<file path="src/rtl/info0_frame_decode_assert.svh">
// Assertion helpers for the decode RTL.
`ifndef INFO0_FRAME_DECODE_ASSERT_SVH
`define INFO0_FRAME_DECODE_ASSERT_SVH

// Same-cycle implication, checked while out of reset.
`define I0FD_ASSERT_NOW(lbl, clk, rstn, ante, cons) \
  lbl: assert property (@(posedge clk) disable iff (!(rstn)) (ante) |-> (cons)) \
    else $error("i0fd check failed: same-cycle rule");

// Next-cycle implication, checked while out of reset.
`define I0FD_ASSERT_NEXT(lbl, clk, rstn, ante, cons) \
  lbl: assert property (@(posedge clk) disable iff (!(rstn)) (ante) |=> (cons)) \
    else $error("i0fd check failed: next-cycle rule");

`endif

</file>
<file path="src/rtl/i0fd_pkg.sv">
`timescale 1ns / 1ps
`default_nettype none
package i0fd_pkg;

  localparam int unsigned FrameW   = 49;
  localparam int unsigned InDataW  = 56;
  localparam int unsigned OutDataW = 24;

  localparam logic [3:0]  FillCode    = 4'hF;
  localparam logic [7:0]  SyncCode    = 8'h4E;
  localparam logic [15:0] CrcPoly     = 16'h8408;
  localparam logic [15:0] CrcInit     = 16'hFFFF;
  localparam logic [2:0]  MaxRateDiff = 3'd5;
  localparam logic [1:0]  MaxClock    = 2'd2;

  // Declared MSB first, so frame_ok lands in bit 0 of the packed value.
  typedef struct packed {
    logic       ack_flag;
    logic [1:0] clock_mode;
    logic       big_constellation;
    logic       cme_flag;
    logic [2:0] rate_difference;
    logic       power_reduce;
    logic       allow_high_rate;
    logic [3:0] carrier_flags;
    logic [2:0] rate_flags;
    logic       frame_ok;
  } info_res_t;

  localparam int unsigned ResW = $bits(info_res_t);

  // Reflected CRC-16 over the 17 capability bits, first sent bit first.
  // Fixed length and linear, so this folds into a flat XOR network.
  function automatic logic [15:0] info_crc(input logic [16:0] bits);
    logic [15:0] crc;
    logic        fb;
    crc = CrcInit;
    for (int i = 0; i < 17; i++) begin
      fb  = crc[0] ^ bits[i];
      crc = {1'b0, crc[15:1]};
      if (fb) begin
        crc = crc ^ CrcPoly;
      end
    end
    return crc;
  endfunction

endpackage
`default_nettype wire

</file>
<file path="src/rtl/i0fd_check.sv">
`timescale 1ns / 1ps
`default_nettype none
module i0fd_check
  import i0fd_pkg::*;
(
  input  logic [FrameW-1:0] frame_i,
  output info_res_t         res_o
);

  logic      framed;
  logic      in_range;
  info_res_t fields;

  always_comb begin
    framed = (frame_i[3:0] == FillCode) &&
             (frame_i[11:4] == SyncCode) &&
             (frame_i[48:45] == FillCode) &&
             (frame_i[44:29] == info_crc(frame_i[28:12]));

    fields.rate_flags        = frame_i[14:12];
    fields.carrier_flags     = frame_i[18:15];
    fields.allow_high_rate   = frame_i[19];
    fields.power_reduce      = frame_i[20];
    fields.rate_difference   = frame_i[23:21];
    fields.cme_flag          = frame_i[24];
    fields.big_constellation = frame_i[25];
    fields.clock_mode        = frame_i[27:26];
    fields.ack_flag          = frame_i[28];

    in_range = (fields.rate_difference <= MaxRateDiff) &&
               (fields.clock_mode <= MaxClock);
    fields.frame_ok = in_range;

    // a framing or CRC miss blanks the whole result
    res_o = framed ? fields : '0;
  end

endmodule
`default_nettype wire

</file>
<file path="src/rtl/info0_frame_decode.sv">
// Stages: input register, then result register.
// Throughput: one frame per cycle without output stalls; check and unpack are one pass.
// The input stage takes a new frame whenever it is empty or moves on this cycle.
// Reset (rst_ni low, asynchronous) empties both stages; payload is not cleared.
`timescale 1ns / 1ps
`default_nettype none
`include "info0_frame_decode_assert.svh"
module info0_frame_decode
  import i0fd_pkg::*;
(
  input  logic                clk_i,
  input  logic                rst_ni,
  input  logic                s_axis_tvalid_i,
  output logic                s_axis_tready_o,
  input  logic [InDataW-1:0]  s_axis_tdata_i,  // [48:0] frame_bits, rest zero
  output logic                m_axis_tvalid_o,
  input  logic                m_axis_tready_i,
  // [0] frame_ok, [3:1] rate_flags, [7:4] carrier_flags, [8] allow_high_rate,
  // [9] power_reduce, [12:10] rate_difference, [13] cme_flag,
  // [14] big_constellation, [16:15] clock_mode, [17] ack_flag, rest zero
  output logic [OutDataW-1:0] m_axis_tdata_o
);

  logic              in_vld_q, in_vld_d;
  logic [FrameW-1:0] frame_q;
  logic              out_vld_q, out_vld_d;
  info_res_t         res_q;
  info_res_t         res_d;
  logic              out_adv;
  logic              in_fire;

  assign out_adv         = !out_vld_q || m_axis_tready_i;
  assign s_axis_tready_o = !in_vld_q || out_adv;
  assign in_fire         = s_axis_tvalid_i && s_axis_tready_o;

  assign in_vld_d  = in_fire ? 1'b1 : (out_adv ? 1'b0 : in_vld_q);
  assign out_vld_d = out_adv ? in_vld_q : out_vld_q;

  i0fd_check u_check (
    .frame_i (frame_q),
    .res_o   (res_d)
  );

  always_ff @(posedge clk_i or negedge rst_ni) begin
    if (!rst_ni) begin
      in_vld_q  <= 1'b0;
      out_vld_q <= 1'b0;
    end else begin
      in_vld_q  <= in_vld_d;
      out_vld_q <= out_vld_d;
    end
  end

  always_ff @(posedge clk_i) begin
    if (in_fire) begin
      frame_q <= s_axis_tdata_i[FrameW-1:0];
    end
    if (out_adv && in_vld_q) begin
      res_q <= res_d;
    end
  end

  assign m_axis_tvalid_o = out_vld_q;
  assign m_axis_tdata_o  = {{(OutDataW - ResW){1'b0}}, res_q};

  `I0FD_ASSERT_NEXT(a_in_loaded, clk_i, rst_ni, in_fire, in_vld_q)
  `I0FD_ASSERT_NEXT(a_in_held, clk_i, rst_ni, in_vld_q && !out_adv,
    in_vld_q && $stable(frame_q))
  `I0FD_ASSERT_NOW(a_ok_in_range, clk_i, rst_ni, out_vld_q && res_q.frame_ok,
    (res_q.rate_difference <= MaxRateDiff) && (res_q.clock_mode != 2'd3))
  `I0FD_ASSERT_NOW(a_bad_is_blank_or_range, clk_i, rst_ni,
    out_vld_q && !res_q.frame_ok && (res_q != '0),
    (res_q.rate_difference > MaxRateDiff) || (res_q.clock_mode > MaxClock))

endmodule
`default_nettype wire

</file>
<file path="config.mk">
export PLATFORM = sky130hd
export DESIGN_NAME = info0_frame_decode
export DESIGN_NICKNAME = d
export VERILOG_FILES = /design/src/rtl/i0fd_pkg.sv /design/src/rtl/i0fd_check.sv /design/src/rtl/info0_frame_decode.sv
export VERILOG_INCLUDE_DIRS = /design/src /design/src/rtl
export SDC_FILE = /design/constraint.sdc
export NUM_CORES = 1
export LEC_CHECK = 0
export BUFFER_PORTS_ARGS = -buffer_cell sky130_fd_sc_hd__buf_2
export CAP_MARGIN = 20
export CORE_ASPECT_RATIO = 1.75
export CORE_MARGIN = 5
export CORE_UTILIZATION = 52
export CTS_CLUSTER_SIZE = 30
export DETAILED_ROUTE_END_ITERATION = 10
export PLACE_DENSITY = 0.79
export SYNTH_ARGS = -nofsm -noshare
export SYNTH_HDL_FRONTEND = slang
export SYNTH_SLANG_ARGS = --single-unit
export TNS_END_PERCENT = 30
</file>
<file path="constraint.sdc">
create_clock -name clk_i -period 3 [get_ports clk_i]
set_clock_uncertainty 0.1 [all_clocks]
set_input_delay 0.3 -clock clk_i [delete_from_list [all_inputs] [get_ports clk_i]]
set_output_delay 0.3 -clock clk_i [all_outputs]
set_load 0.05 [all_outputs]
</file>
Word level (Yosys, flattened, before mapping)
Index checks and enable logic that the tools add are counted.
Widths: inputs -> output; s select.
{"block": "totals", "elab_cells": 81, "in_bits": 60, "regBits": 69, "output_inout_bits": 26}
{"block": "classes", "eq_ne": 4, "order_cmp": 2, "n_bitwise": 32, "mux": 19, "n_reduce_logical": 11}
{"cell": "$mux 16", "count": 17}
{"cell": "$not 2->3", "count": 16}
{"cell": "$eq 16x16->1", "count": 1}
{"cell": "$xor 1x1->1", "count": 16}
{"cell": "$eq 4x4->1 const B", "count": 2}
{"cell": "$eq 8x7->1 const B", "count": 1}
{"cell": "$logic_and 1x1->1", "count": 6}
{"cell": "$le 3x3->1 const B", "count": 1}
{"cell": "$le 2x2->1 const B", "count": 1}
{"cell": "$logic_not 1->1", "count": 2}
{"cell": "$logic_or 1x1->1", "count": 2}
{"cell": "$mux 1", "count": 2}
{"cell": "$reduce_bool 2->1", "count": 1}

Longest topological paths before layout
Gate-level depths: netlist of the first run.
{"block": "depth", "depth_word": 35, "ltp_mapped": 7, "ltp_nobuf": 5}

Cells and area by module
From an unflattened synthesis of the first run, not the netlist that was laid out.
{"block": "hier_totals", "cells_unflattened": 187, "area_unflattened_um2": 3120.5}
{"mod": "info0_frame_decode", "seq_area_each_um2": 2062.0, "cells_each": 82, "area_per_inst_um2": 2164.6, "instances": 1}
{"mod": "i0fd_check", "seq_area_each_um2": 0.0, "cells_each": 105, "area_per_inst_um2": 955.9, "instances": 1}

Worst setup path after synthesis of the first run
Ideal clock, no wire load.
{"block": "synth_path", "kind": "register to register", "startpoint": "reg out_vld_q (netlist: m_axis_tvalid_o)", "endpoint": "reg frame_q[0], enable pin", "n_path_buf": 0, "stages_incl_launch_ff": 3, "t_required_ns": 2.489, "period_less_slack_ns": 2.881, "setup_ns": 0.411, "slack_ns": 0.119, "arrival_ns": 2.369, "cell_sequence": "dfrtp_1 -> nand3b_1 -> and2_1"}
{"block": "synth_via", "elab_chain_cells": 4}
{"item": "start: declaration", "line_no": "info0_frame_decode.sv:26", "source": "logic out_vld_q, out_vld_d;"}
{"item": "start signal: assignment", "line_no": "info0_frame_decode.sv:50", "source": "out_vld_q <= out_vld_d;"}
{"item": "$logic_not 1->1", "line_no": "info0_frame_decode.sv:32", "source": "assign out_adv = !out_vld_q || m_axis_tready_i;"}
{"item": "$logic_or 1x1->1", "line_no": "info0_frame_decode.sv:32"}
{"item": "$logic_or 1x1->1", "line_no": "info0_frame_decode.sv:33", "source": "assign s_axis_tready_o = !in_vld_q || out_adv;"}
{"item": "net s_axis_tready_o", "line_no": "info0_frame_decode.sv:14", "source": "output logic s_axis_tready_o,"}
{"item": "$logic_and 1x1->1", "line_no": "info0_frame_decode.sv:34", "source": "assign in_fire = s_axis_tvalid_i && s_axis_tready_o;"}
{"item": "net in_fire", "line_no": "info0_frame_decode.sv:30", "source": "logic in_fire;"}
{"item": "end signal: assignment", "line_no": "info0_frame_decode.sv:56", "source": "frame_q <= s_axis_tdata_i[FrameW-1:0];"}
{"item": "end: declaration", "line_no": "info0_frame_decode.sv:25", "source": "logic [FrameW-1:0] frame_q;"}
The timed path passes the listed nets, and every way through them passes these cells.
A chain may end at the register's enable or synchronous reset.

Final worst setup path of the first run
{"block": "layout_path", "startpoint": "reg frame_q[12]", "endpoint": "reg res_q, in the netlist m_axis_tdata_o[11], data pin"}
{"block": "layout_via", "elab_chain_cells": 23, "elab_cells_between_ends": 33, "cone_classes": "1 x eq/ne; 17 x mux; 14 x bitwise; 1 x reduce/logical"}
{"item": "$mux 16 (*) (4 in series)", "line_no": "i0fd_pkg.sv:41", "source": "if (fb) begin"}
{"item": "$xor 1x1->1", "line_no": "i0fd_pkg.sv:39", "source": "fb = crc[0] ^ bits[i];"}
{"item": "$mux 16 (*) (4 in series)", "line_no": "i0fd_pkg.sv:41"}
{"item": "$xor 1x1->1", "line_no": "i0fd_pkg.sv:39"}
{"item": "$mux 16 (*) (4 in series)", "line_no": "i0fd_pkg.sv:41"}
{"item": "$xor 1x1->1", "line_no": "i0fd_pkg.sv:39"}
{"item": "$mux 16 (*) (4 in series)", "line_no": "i0fd_pkg.sv:41"}
{"item": "$xor 1x1->1", "line_no": "i0fd_pkg.sv:39"}
{"item": "$mux 16 (*)", "line_no": "i0fd_pkg.sv:41"}
{"item": "$eq 16x16->1 (*)", "line_no": "i0fd_check.sv:18", "source": "(frame_i[44:29] == info_crc(frame_i[28:12]));"}
{"item": "$logic_and 1x1->1 (*)", "line_no": "i0fd_check.sv:17", "source": "(frame_i[48:45] == FillCode) &&"}
{"item": "end signal: assignment", "line_no": "info0_frame_decode.sv:59", "source": "res_q <= res_d;"}
{"item": "end: declaration", "line_no": "info0_frame_decode.sv:27", "source": "info_res_t res_q;"}
Mark *: on every way between the ends. The rest lies on a longest branch, timed or not.

==> results.sh, run 1 <==
export IMPL_drt_initial_drc_count=71
export IMPL_min_path_cells=1
export IMPL_ys_warn_count=0
export IMPL_min_period_over_period_pct=91.1
export IMPL_routabilityCongestion=0.886
export IMPL_wl_per_cell_um=15.3
export IMPL_dpl_hpwl_um=4080
export IMPL_die_x_um=69.2
export IMPL_via_per_inst=5.09
export IMPL_worst_setup_path_type="flop to flop"
export IMPL_slew_viol_final=0
export IMPL_clockBufferDepth=2
export IMPL_drc=0
export IMPL_coreArea_sq_um=5930
export IMPL_critPathArrivalTime_ns=2.68
export IMPL_io_buffers=72
export IMPL_cts_sinks=69
export IMPL_endpoint_kind="flop"
export IMPL_vdd_drop_max_mv=0.430
export IMPL_cts_tree="built"
export IMPL_mostFrequentLayoutCells="buf_2, edfxtp_1, nand3_1, xnor2_1, xor2_1"
export IMPL_final_cells=349
export IMPL_use_met1_pct=13.1
export IMPL_fillers=459
export IMPL_vias=1775
export IMPL_finalSetupViolCount=0
export IMPL_drive_gt1_share_pct=40.2
export IMPL_final_common_cell="buf_2"
export IMPL_rows=37
export IMPL_path_max_fanout=18
export IMPL_hold_viol=0
export IMPL_syn_area_sq_um=3190
export IMPL_die_y_um=114
export IMPL_status="finished, final reports clean"
export IMPL_grt_pass1_vias=1882
export IMPL_boundaryPins=86
export IMPL_grt_busiest_layer="met2"
export IMPL_hold_end="frame_q[4]"
export IMPL_die_area_sq_um=7860
export IMPL_setup_ws_ns=0.268
export IMPL_worst_ep_required_time_ns=2.95
export IMPL_r2r_start="frame_q[12]"
export IMPL_cts_made_buffers=9
export IMPL_hold_path_class="input port to flop"
export IMPL_wirelength_um=5330
export IMPL_finalNetCount=327
export IMPL_avgSynthCellArea_sq_um=17.0
export IMPL_insertion_delay_ns=0.35
export IMPL_clock_fmax_ghz=0.366
export IMPL_initial_core_util_pct=53.8
export IMPL_ys_seq_elements=69
export IMPL_reg2reg_to="m_axis_tdata_o[11]"
export IMPL_r2r_cells=5
export IMPL_layout_min_cycle_time_ns=2.73
export IMPL_grt_max_degree=50
export IMPL_htreeDepth=3
export IMPL_dpl_cell_count=331
export IMPL_cts_root_buffer="clkbuf_8"
export IMPL_syn_to_final_growth_pct=18.3
export IMPL_timing_reg2reg_setup_slack_ns=0.27
export IMPL_yosys_area_top_type="edfxtp_1"
export IMPL_cts_setup_buffers=0
export IMPL_slew_headroom_pct=34.2
export IMPL_power_density_nw_per_um2=586
export IMPL_p_leak_nw=1.48
export IMPL_rsz0062_at_grt="no"
export IMPL_worstMarginPinSlew_ns=0.987
export IMPL_grt_pass1_wl_um=8770
export IMPL_synth_cells=187
export IMPL_antenna_cells=0
export IMPL_cp_start_kind="flop"
export IMPL_ys_seq_area_share_pct=64.7
export IMPL_overflow=0
export IMPL_setup_tns_ns=0
export IMPL_path_clk_slew_ns=0.07
export IMPL_yosysUniqueCellTypes=38
export IMPL_grtUsageMet3_pct=6.88
export IMPL_dr_pass1_iters=4
export IMPL_synthDominantCellAreaShare_pct=63.1
export IMPL_grt_usage_pct=15.0
export IMPL_worstHoldStart="s_axis_tdata_i[4]"
export IMPL_place_ws_ns=0.302
export IMPL_grt_use_met2_pct=27.6
export IMPL_drtAntennaViolNets=0
export IMPL_synthTopCellsByArea="edfxtp_1, xnor3_1, xnor2_1"
export IMPL_drv_cap=0
export IMPL_antenna_found_initial=0
==> registers in the layout (all words and copies together), names as in the netlist <==
| signal | cells |
|---|---|
| m_axis_tdata_o | 18 |
| in_vld_q | 1 |
| m_axis_tvalid_o | 1 |
| frame_q | 49 |
==> cells by family (layout without fill, tap and decap cells) <==
family	after synthesis	after routing	synth area share, %
AND/OR/NAND/NOR	60	60	14.1
flip-flops	69	69	64.7
buffers and inverters	16	95	3.65
multiplexers	1	1	0.314
other	1	6	0.118
AO/OA/AOI/OAI	3	3	0.825
XOR/XNOR	37	37	16.3
==> cells in the mapped netlist <==
| cell | number |
|---|---|
| a22oi_1 | 1 |
| and2_0 | 1 |
| and2_1 | 2 |
| and3_1 | 3 |
| and3_2 | 1 |
| and4_1 | 1 |
| buf_1 | 1 |
| buf_2 | 2 |
| buf_4 | 8 |
| buf_6 | 3 |
| clkbuf_2 | 1 |
| conb_1 | 1 |
| dfrtp_1 | 2 |
| edfxtp_1 | 67 |
| inv_1 | 1 |
| mux2i_1 | 1 |
| nand2b_1 | 3 |
| nand3_1 | 18 |
| nand3b_1 | 1 |
| nand4_1 | 1 |
| nand4b_1 | 2 |
| nand4bb_1 | 1 |
| nor3_1 | 4 |
| nor3_2 | 1 |
| nor4_1 | 9 |
| nor4_2 | 9 |
| nor4_4 | 1 |
| nor4b_2 | 1 |
| o22ai_1 | 1 |
| o22ai_2 | 1 |
| or4_1 | 1 |
| xnor2_1 | 13 |
| xnor3_1 | 7 |
| xnor3_2 | 2 |
| xnor3_4 | 1 |
| xor2_1 | 11 |
| xor3_1 | 1 |
| xor3_4 | 2 |
==> how the worst max path moves through the flow <==
stage / start / endpoint / slack [ns] / cells after the start
floorplan: m_axis_tvalid_o / frame_q[0] / 0.12 / 2
global placement: frame_q[12] / m_axis_tdata_o[10] / 0.35 / 5
detailed placement: frame_q[12] / m_axis_tdata_o[11] / 0.30 / 5
CTS: frame_q[12] / m_axis_tdata_o[11] / 0.28 / 5
global route: frame_q[12] / m_axis_tdata_o[6] / 0.10 / 5
finish: frame_q[12] / m_axis_tdata_o[11] / 0.27 / 5
==> worst max-delay path: stages (launching register included) <==
cell      delay, ns
edfxtp_1       0.52
xnor3_2        0.52
xnor2_1        0.17
and4_1         0.21
o22ai_2        0.77
nor4_1         0.13
==> power by group <==
part | switching (mW) | leakage, nW | total, mW | internal, mW
sequential | 0.0330 | 0.674 | 1.16 | 1.13
combinational | 0.272 | 0.726 | 0.454 | 0.182
clock | 0.305 | 0.0776 | 0.594 | 0.290
==> per-layer routing <==
layer | part of all wire, % | wire length (um) | vias to the layer above
met5 | 0 | 0 | -
met4 | 3.1 | 163 | 0
met3 | 7.2 | 383 | 13
met2 | 57 | 3040 | 67
met1 | 33 | 1740 | 823
li1 | - | - | 872
==> stage by stage <==
| stage | hold WS (ns) | power, mW | cell area, sq um | utilization, % |
|---|---|---|---|---|
| after CTS | 0.00303 | 2.23 | 3750 | 63.3 |
| after detailed placement | -0.0105 | 1.63 | 3590 | 60.6 |
| final | 0.0230 | 2.21 | 3770 | 63.6 |
| after global routing | -0.000798 | 2.32 | 3770 | 63.6 |
| after global placement | -0.0157 | 1.62 | 3590 | 60.6 |
| after floorplan | -0.0956 | 1.54 | 3210 | - |
==> area by class of cell <==
cell class | count | area [sq um] | area share, %
inverter | 1 | 3.75 | 0.0995
sequential | 69 | 2060 | 54.7
clock buffer | 12 | 135 | 3.58
clock inverter | 3 | 13.8 | 0.365
tap | 78 | 97.6 | 2.59
timing repair buffer | 79 | 420 | 11.1
multi-input combinational | 107 | 1040 | 27.5
==> timing repair <==
item                                   CTS  global route
resized for setup                        0             0
endpoints found under the hold margin    2             2
hold buffers                             1             2
Power figures use the tool's default switching activity.
==> run 2, diff against run 1 <==
Settings changed: PLACE_DENSITY 0.79 to 0.8.
==> run 2 against run 1 <==
Against the previous run: combinational power about the same; critical path depth unchanged; setup slack better by 0.010 ns.
==> results.sh, run 2 (same netlist as run 1, synthesis figures left out) <==
export IMPL_htreeDepth=3
export IMPL_finalNetCount=325
export IMPL_routabilityCongestion=0.849
export IMPL_boundaryPins=86
export IMPL_clock_fmax_ghz=0.367
export IMPL_cts_sinks=69
export IMPL_rows=37
export IMPL_cts_setup_buffers=0
export IMPL_min_path_cells=1
export IMPL_io_buffers=72
export IMPL_path_clk_slew_ns=0.06
export IMPL_critPathArrivalTime_ns=2.67
export IMPL_drt_initial_drc_count=62
export IMPL_cts_root_buffer="clkbuf_8"
export IMPL_dr_pass1_iters=4
export IMPL_cts_made_buffers=9
export IMPL_finalSetupViolCount=0
export IMPL_cp_cell_sequence="xnor3_2, xnor2_1, and4_1, o22ai_2, nor4_1"
export IMPL_fillers=477
export IMPL_cpPeakStageDelay_ns=0.75
export IMPL_layout_min_cycle_time_ns=2.72
export IMPL_final_cells=347
export IMPL_regArea_sq_um=2060
export IMPL_slew_viol_final=0
export IMPL_vdd_drop_max_mv=0.451
export IMPL_overflow=0
export IMPL_drv_cap=0
export IMPL_coreArea_sq_um=5930
export IMPL_syn_to_final_growth_pct=17.7
export IMPL_multiInputGateArea_sq_um=1040
export IMPL_cp_start_kind="flop"
export IMPL_grt_pass1_vias=1838
export IMPL_die_x_um=69.2
export IMPL_critPathSlowestCell="o22ai_2"
export IMPL_cts_tree="built"
export IMPL_via_per_inst=5.19
export IMPL_worst_ep_required_time_ns=2.95
export IMPL_timing_reg2reg_setup_slack_ns=0.28
export IMPL_mostFrequentLayoutCells="buf_2, edfxtp_1, nand3_1, xnor2_1, xor2_1"
export IMPL_hold_path_class="input port to flop"
export IMPL_wirelength_um=5370
export IMPL_die_y_um=114
export IMPL_dpl_hpwl_um=4150
export IMPL_path_max_fanout=18
export IMPL_final_common_cell="buf_2"
export IMPL_status="finished, final reports clean"
export IMPL_insertion_delay_ns=0.34
export IMPL_hold_viol=0
export IMPL_grt_pass1_wl_um=8540
export IMPL_p_leak_nw=1.47
export IMPL_critPathLaunch="frame_q[12]"
export IMPL_slew_headroom_pct=36.1
export IMPL_dpl_cell_count=331
export IMPL_die_area_sq_um=7860
export IMPL_hold_end="frame_q[23]"
export IMPL_regMostFlops="frame_q"
export IMPL_drtAntennaViolNets=0
export IMPL_worst_setup_path_type="flop to flop"
export IMPL_worstMarginPinSlew_ns=0.959
export IMPL_antenna_found_initial=0
export IMPL_grt_usage_pct=14.6
export IMPL_r2r_cells=5
export IMPL_endpoint_kind="flop"
export IMPL_vias=1800
export IMPL_setup_ws_ns=0.278
export IMPL_initial_core_util_pct=53.8
export IMPL_final_core_util_pct=63.3
export IMPL_min_period_over_period_pct=90.7
export IMPL_drive_gt1_share_pct=40.5
export IMPL_antenna_cells=0
export IMPL_reg2reg_to="m_axis_tdata_o[6]"
export IMPL_clockBufferDepth=2
export IMPL_r2r_start="frame_q[12]"
export IMPL_power_density_nw_per_um2=587
export IMPL_rsz0062_at_grt="no"
export IMPL_largest_reg_flops=49
export IMPL_path_buf_inv=0
export IMPL_cp_top_family="compound AO/OA/AOI/OAI gates"
export IMPL_grt_max_degree=50
export IMPL_wl_per_cell_um=15.5
export IMPL_place_ws_ns=0.285
export IMPL_worstHoldStart="s_axis_tdata_i[23]"
export IMPL_drc=0
export IMPL_setup_tns_ns=0
==> run 2: cell count changes in the layout (fill, tap and decap cells not counted), sizes merged <==
cell	change
dlygate4sd3	-2
==> run 2: stage by stage <==
step / power [mW] / hold slack, ns / instance area (sq um)
floorplan: 1.54 / -0.0956 / 3210
finish: 2.20 / 0.0312 / 3750
global route: 2.31 / 0.00338 / 3750
detailed placement: 1.64 / -0.00430 / 3590
global placement: 1.62 / -0.0158 / 3590
CTS: 2.23 / 0.00647 / 3750
==> run 2: cell type report <==
cell class	count	share of cell area, %
Clock buffer	12	3.60
Multi-Input combinational cell	107	27.7
Inverter	1	0.100
Sequential cell	69	55.0
Tap cell	78	2.60
Timing Repair Buffer	77	10.7
Clock inverter	3	0.367
==> run 2: how the worst max path moves through the flow <==
stage	cells past startpoint	to	slack [ns]
after floorplan	2	frame_q[0]	0.12
after global placement	5	m_axis_tdata_o[8]	0.35
after detailed placement	5	m_axis_tdata_o[10]	0.29
after CTS	5	m_axis_tdata_o[10]	0.27
after global routing	5	m_axis_tdata_o[11]	0.14
final	5	m_axis_tdata_o[6]	0.28
==> run 2: report_power, final <==
part | internal [mW] | total, mW | leakage (nW) | switching (mW)
clock network | 0.290 | 0.589 | 0.0776 | 0.299
registers | 1.13 | 1.16 | 0.674 | 0.0341
logic | 0.180 | 0.451 | 0.717 | 0.271
==> run 2: layer usage <==
layer	track usage [%]	routed length, um
met3	6.08	395
met5	0	0
met2	26.8	3050
met4	8.47	195
met1	13.0	1730
==> run 2: worst register-to-register path, cell delays in order (launching register included) <==
cell and delay (ns):
edfxtp_1 0.54, xnor3_2 0.53, xnor2_1 0.17, and4_1 0.21, o22ai_2 0.75, nor4_1 0.14
==> run 2: timing repair <==
action,4_1_cts,5_1_grt
hold buffers,1,0
hold endpoints to repair,2,0
resized for setup,0,0
==> run 3, diff against run 2 <==
Settings changed: BUFFER_PORTS_ARGS -buffer_cell sky130_fd_sc_hd__buf_2 to unset, CORE_UTILIZATION 52 to 58, DONT_BUFFER_PORTS set to 1, PLACE_DENSITY 0.8 to 0.75.
==> run 3 against run 2 <==
Against the previous run: hold slack improved by 0.041 ns; utilization is 11 points higher; via count shrank 1.7%; combinational power shrank 7.3%; first-iteration DRC count is 19% lower.
==> results.sh, run 3 (same netlist as run 1, synthesis figures left out) <==
export IMPL_power_total_mw=2.34
export IMPL_cp_top_family="compound AO/OA/AOI/OAI gates"
export IMPL_setup_tns_ns=0
export IMPL_antenna_cells=0
export IMPL_finalSetupViolCount=0
export IMPL_min_period_over_period_pct=88.8
export IMPL_dpl_hpwl_um=3980
export IMPL_drc=0
export IMPL_wirelength_um=6010
export IMPL_drt_initial_drc_count=50
export IMPL_vias=1769
export IMPL_cp_cell_sequence="xnor3_2, xnor2_1, and4_1, o22ai_2, nor4_1"
export IMPL_insertion_delay_ns=0.34
export IMPL_reg2reg_to="m_axis_tdata_o[10]"
export IMPL_grt_pass1_wl_um=9420
export IMPL_regMostFlops="frame_q"
export IMPL_antenna_found_initial=0
export IMPL_grt_pass1_vias=1948
export IMPL_boundaryPins=86
export IMPL_r2r_start="frame_q[16]"
export IMPL_drv_cap=0
export IMPL_hold_slack_ns=0.0720
export IMPL_slew_viol_final=0
export IMPL_endpoint="m_axis_tdata_o[10]"
export IMPL_path_max_fanout=18
export IMPL_cts_made_buffers=9
export IMPL_rsz0062_at_grt="no"
export IMPL_cts_tree="built"
export IMPL_r2r_cells=5
export IMPL_critPathSlowestCell="o22ai_2"
export IMPL_htreeDepth=3
export IMPL_initial_core_util_pct=60.1
export IMPL_worst_ep_required_time_ns=2.95
export IMPL_dr_pass1_iters=4
export IMPL_syn_to_final_growth_pct=24.2
export IMPL_layout_min_cycle_time_ns=2.66
export IMPL_worstMarginPinSlew_ns=0.927
export IMPL_die_y_um=108
export IMPL_final_common_cell="edfxtp_1"
export IMPL_drtAntennaViolNets=0
export IMPL_routabilityCongestion=0.869
export IMPL_io_buffers=0
export IMPL_endpoint_kind="flop"
export IMPL_hold_viol=0
export IMPL_largest_reg_flops=49
export IMPL_mostFrequentLayoutCells="edfxtp_1, dlygate4sd3_1, nand3_1, xnor2_1, xor2_1"
export IMPL_dpl_cell_count=259
export IMPL_timing_reg2reg_setup_slack_ns=0.34
export IMPL_grt_usage_pct=18.4
export IMPL_drive_gt1_share_pct=17.5
export IMPL_cts_root_buffer="clkbuf_8"
export IMPL_path_buf_inv=0
export IMPL_overflow=0
export IMPL_coreArea_sq_um=5300
export IMPL_post_cts_resized=0
export IMPL_clock_fmax_ghz=0.375
export IMPL_p_leak_nw=1.42
export IMPL_place_ws_ns=0.339
export IMPL_path_clk_slew_ns=0.07
export IMPL_cpPeakStageDelay_ns=0.73
export IMPL_finalNetCount=307
export IMPL_status="finished, final reports clean"
export IMPL_via_per_inst=5.43
export IMPL_rows=35
export IMPL_cp_depth=5
export IMPL_grt_max_degree=29
export IMPL_cp_start_kind="flop"
export IMPL_vdd_drop_max_mv=0.404
export IMPL_final_cells=326
export IMPL_die_area_sq_um=7140
export IMPL_power_density_nw_per_um2=592
export IMPL_die_x_um=66.0
export IMPL_hold_path_class="input port to flop"
export IMPL_wl_per_cell_um=18.4
export IMPL_setup_ws_ns=0.336
export IMPL_clockBufferDepth=2
export IMPL_slew_headroom_pct=38.2
export IMPL_worst_setup_path_type="flop to flop"
export IMPL_critPathArrivalTime_ns=2.61
export IMPL_critPathLaunch="frame_q[16]"
export IMPL_cts_sinks=69
## run 3: cell types whose count changed in the layout (fill, tap and decap cells not counted)
cell	change
clkbuf_1	-3
clkinv_4	+1
buf_4	+4
clkinv_1	+1
buf_2	-72
clkinv_2	-1
clkinvlp_4	+2
bufinv_16	+1
dlygate4sd3_1	+50
## run 3: worst register-to-register path: stages (launching register included)
cell and delay, ns:
edfxtp_1 0.45, xnor3_2 0.52, xnor2_1 0.19, and4_1 0.22, o22ai_2 0.73, nor4_1 0.15
## run 3: worst min-delay path by stage
stage,from,to,slack [ns],cells past startpoint
after global placement,rst_ni,m_axis_tvalid_o,-0.1,0
after CTS,m_axis_tready_i,m_axis_tvalid_o,0.06,2
after global routing,rst_ni,in_vld_q,0.09,1
final,m_axis_tready_i,m_axis_tvalid_o,0.07,2
after detailed placement,rst_ni,in_vld_q,-0.1,0
after floorplan,rst_ni,in_vld_q,-0.1,0
## run 3: what timing repair did
item	CTS	global route
hold buffers	51	0
buffers inserted	0	0
endpoints found under the hold margin	52	0
## run 3: per-layer routing
layer | global-route usage [%] | wire length [um] | vias up
li1 | - | - | 830
met1 | 17.1 | 2030 | 857
met2 | 35.0 | 3550 | 71
met3 | 5.41 | 287 | 11
met4 | 9.30 | 143 | 0
met5 | 0 | 0 | -
## run 3: layout make-up
type / instances / area, sq um
clock buffers: 9 / 124
inverters: 1 / 3.75
repair buffers: 59 / 571
multi-input cells: 107 / 1040
fillers: 319 / 1340
flip-flops and latches: 69 / 2060
clock inverters: 7 / 66.3
well taps: 74 / 92.6
## run 3: through the flow
step / utilization [%] / instance area (sq um)
after floorplan: - / 3210
after global placement: 61.5 / 3260
after detailed placement: 61.5 / 3260
after CTS: 74.7 / 3960
after global routing: 74.7 / 3960
final: 74.7 / 3960
## run 3: power breakdown
part	internal (mW)	total, mW	switching [mW]
Sequential	1.13	1.22	0.0880
Clock	0.377	0.708	0.331
Combinational	0.194	0.418	0.224
Total	1.70	2.34	0.643
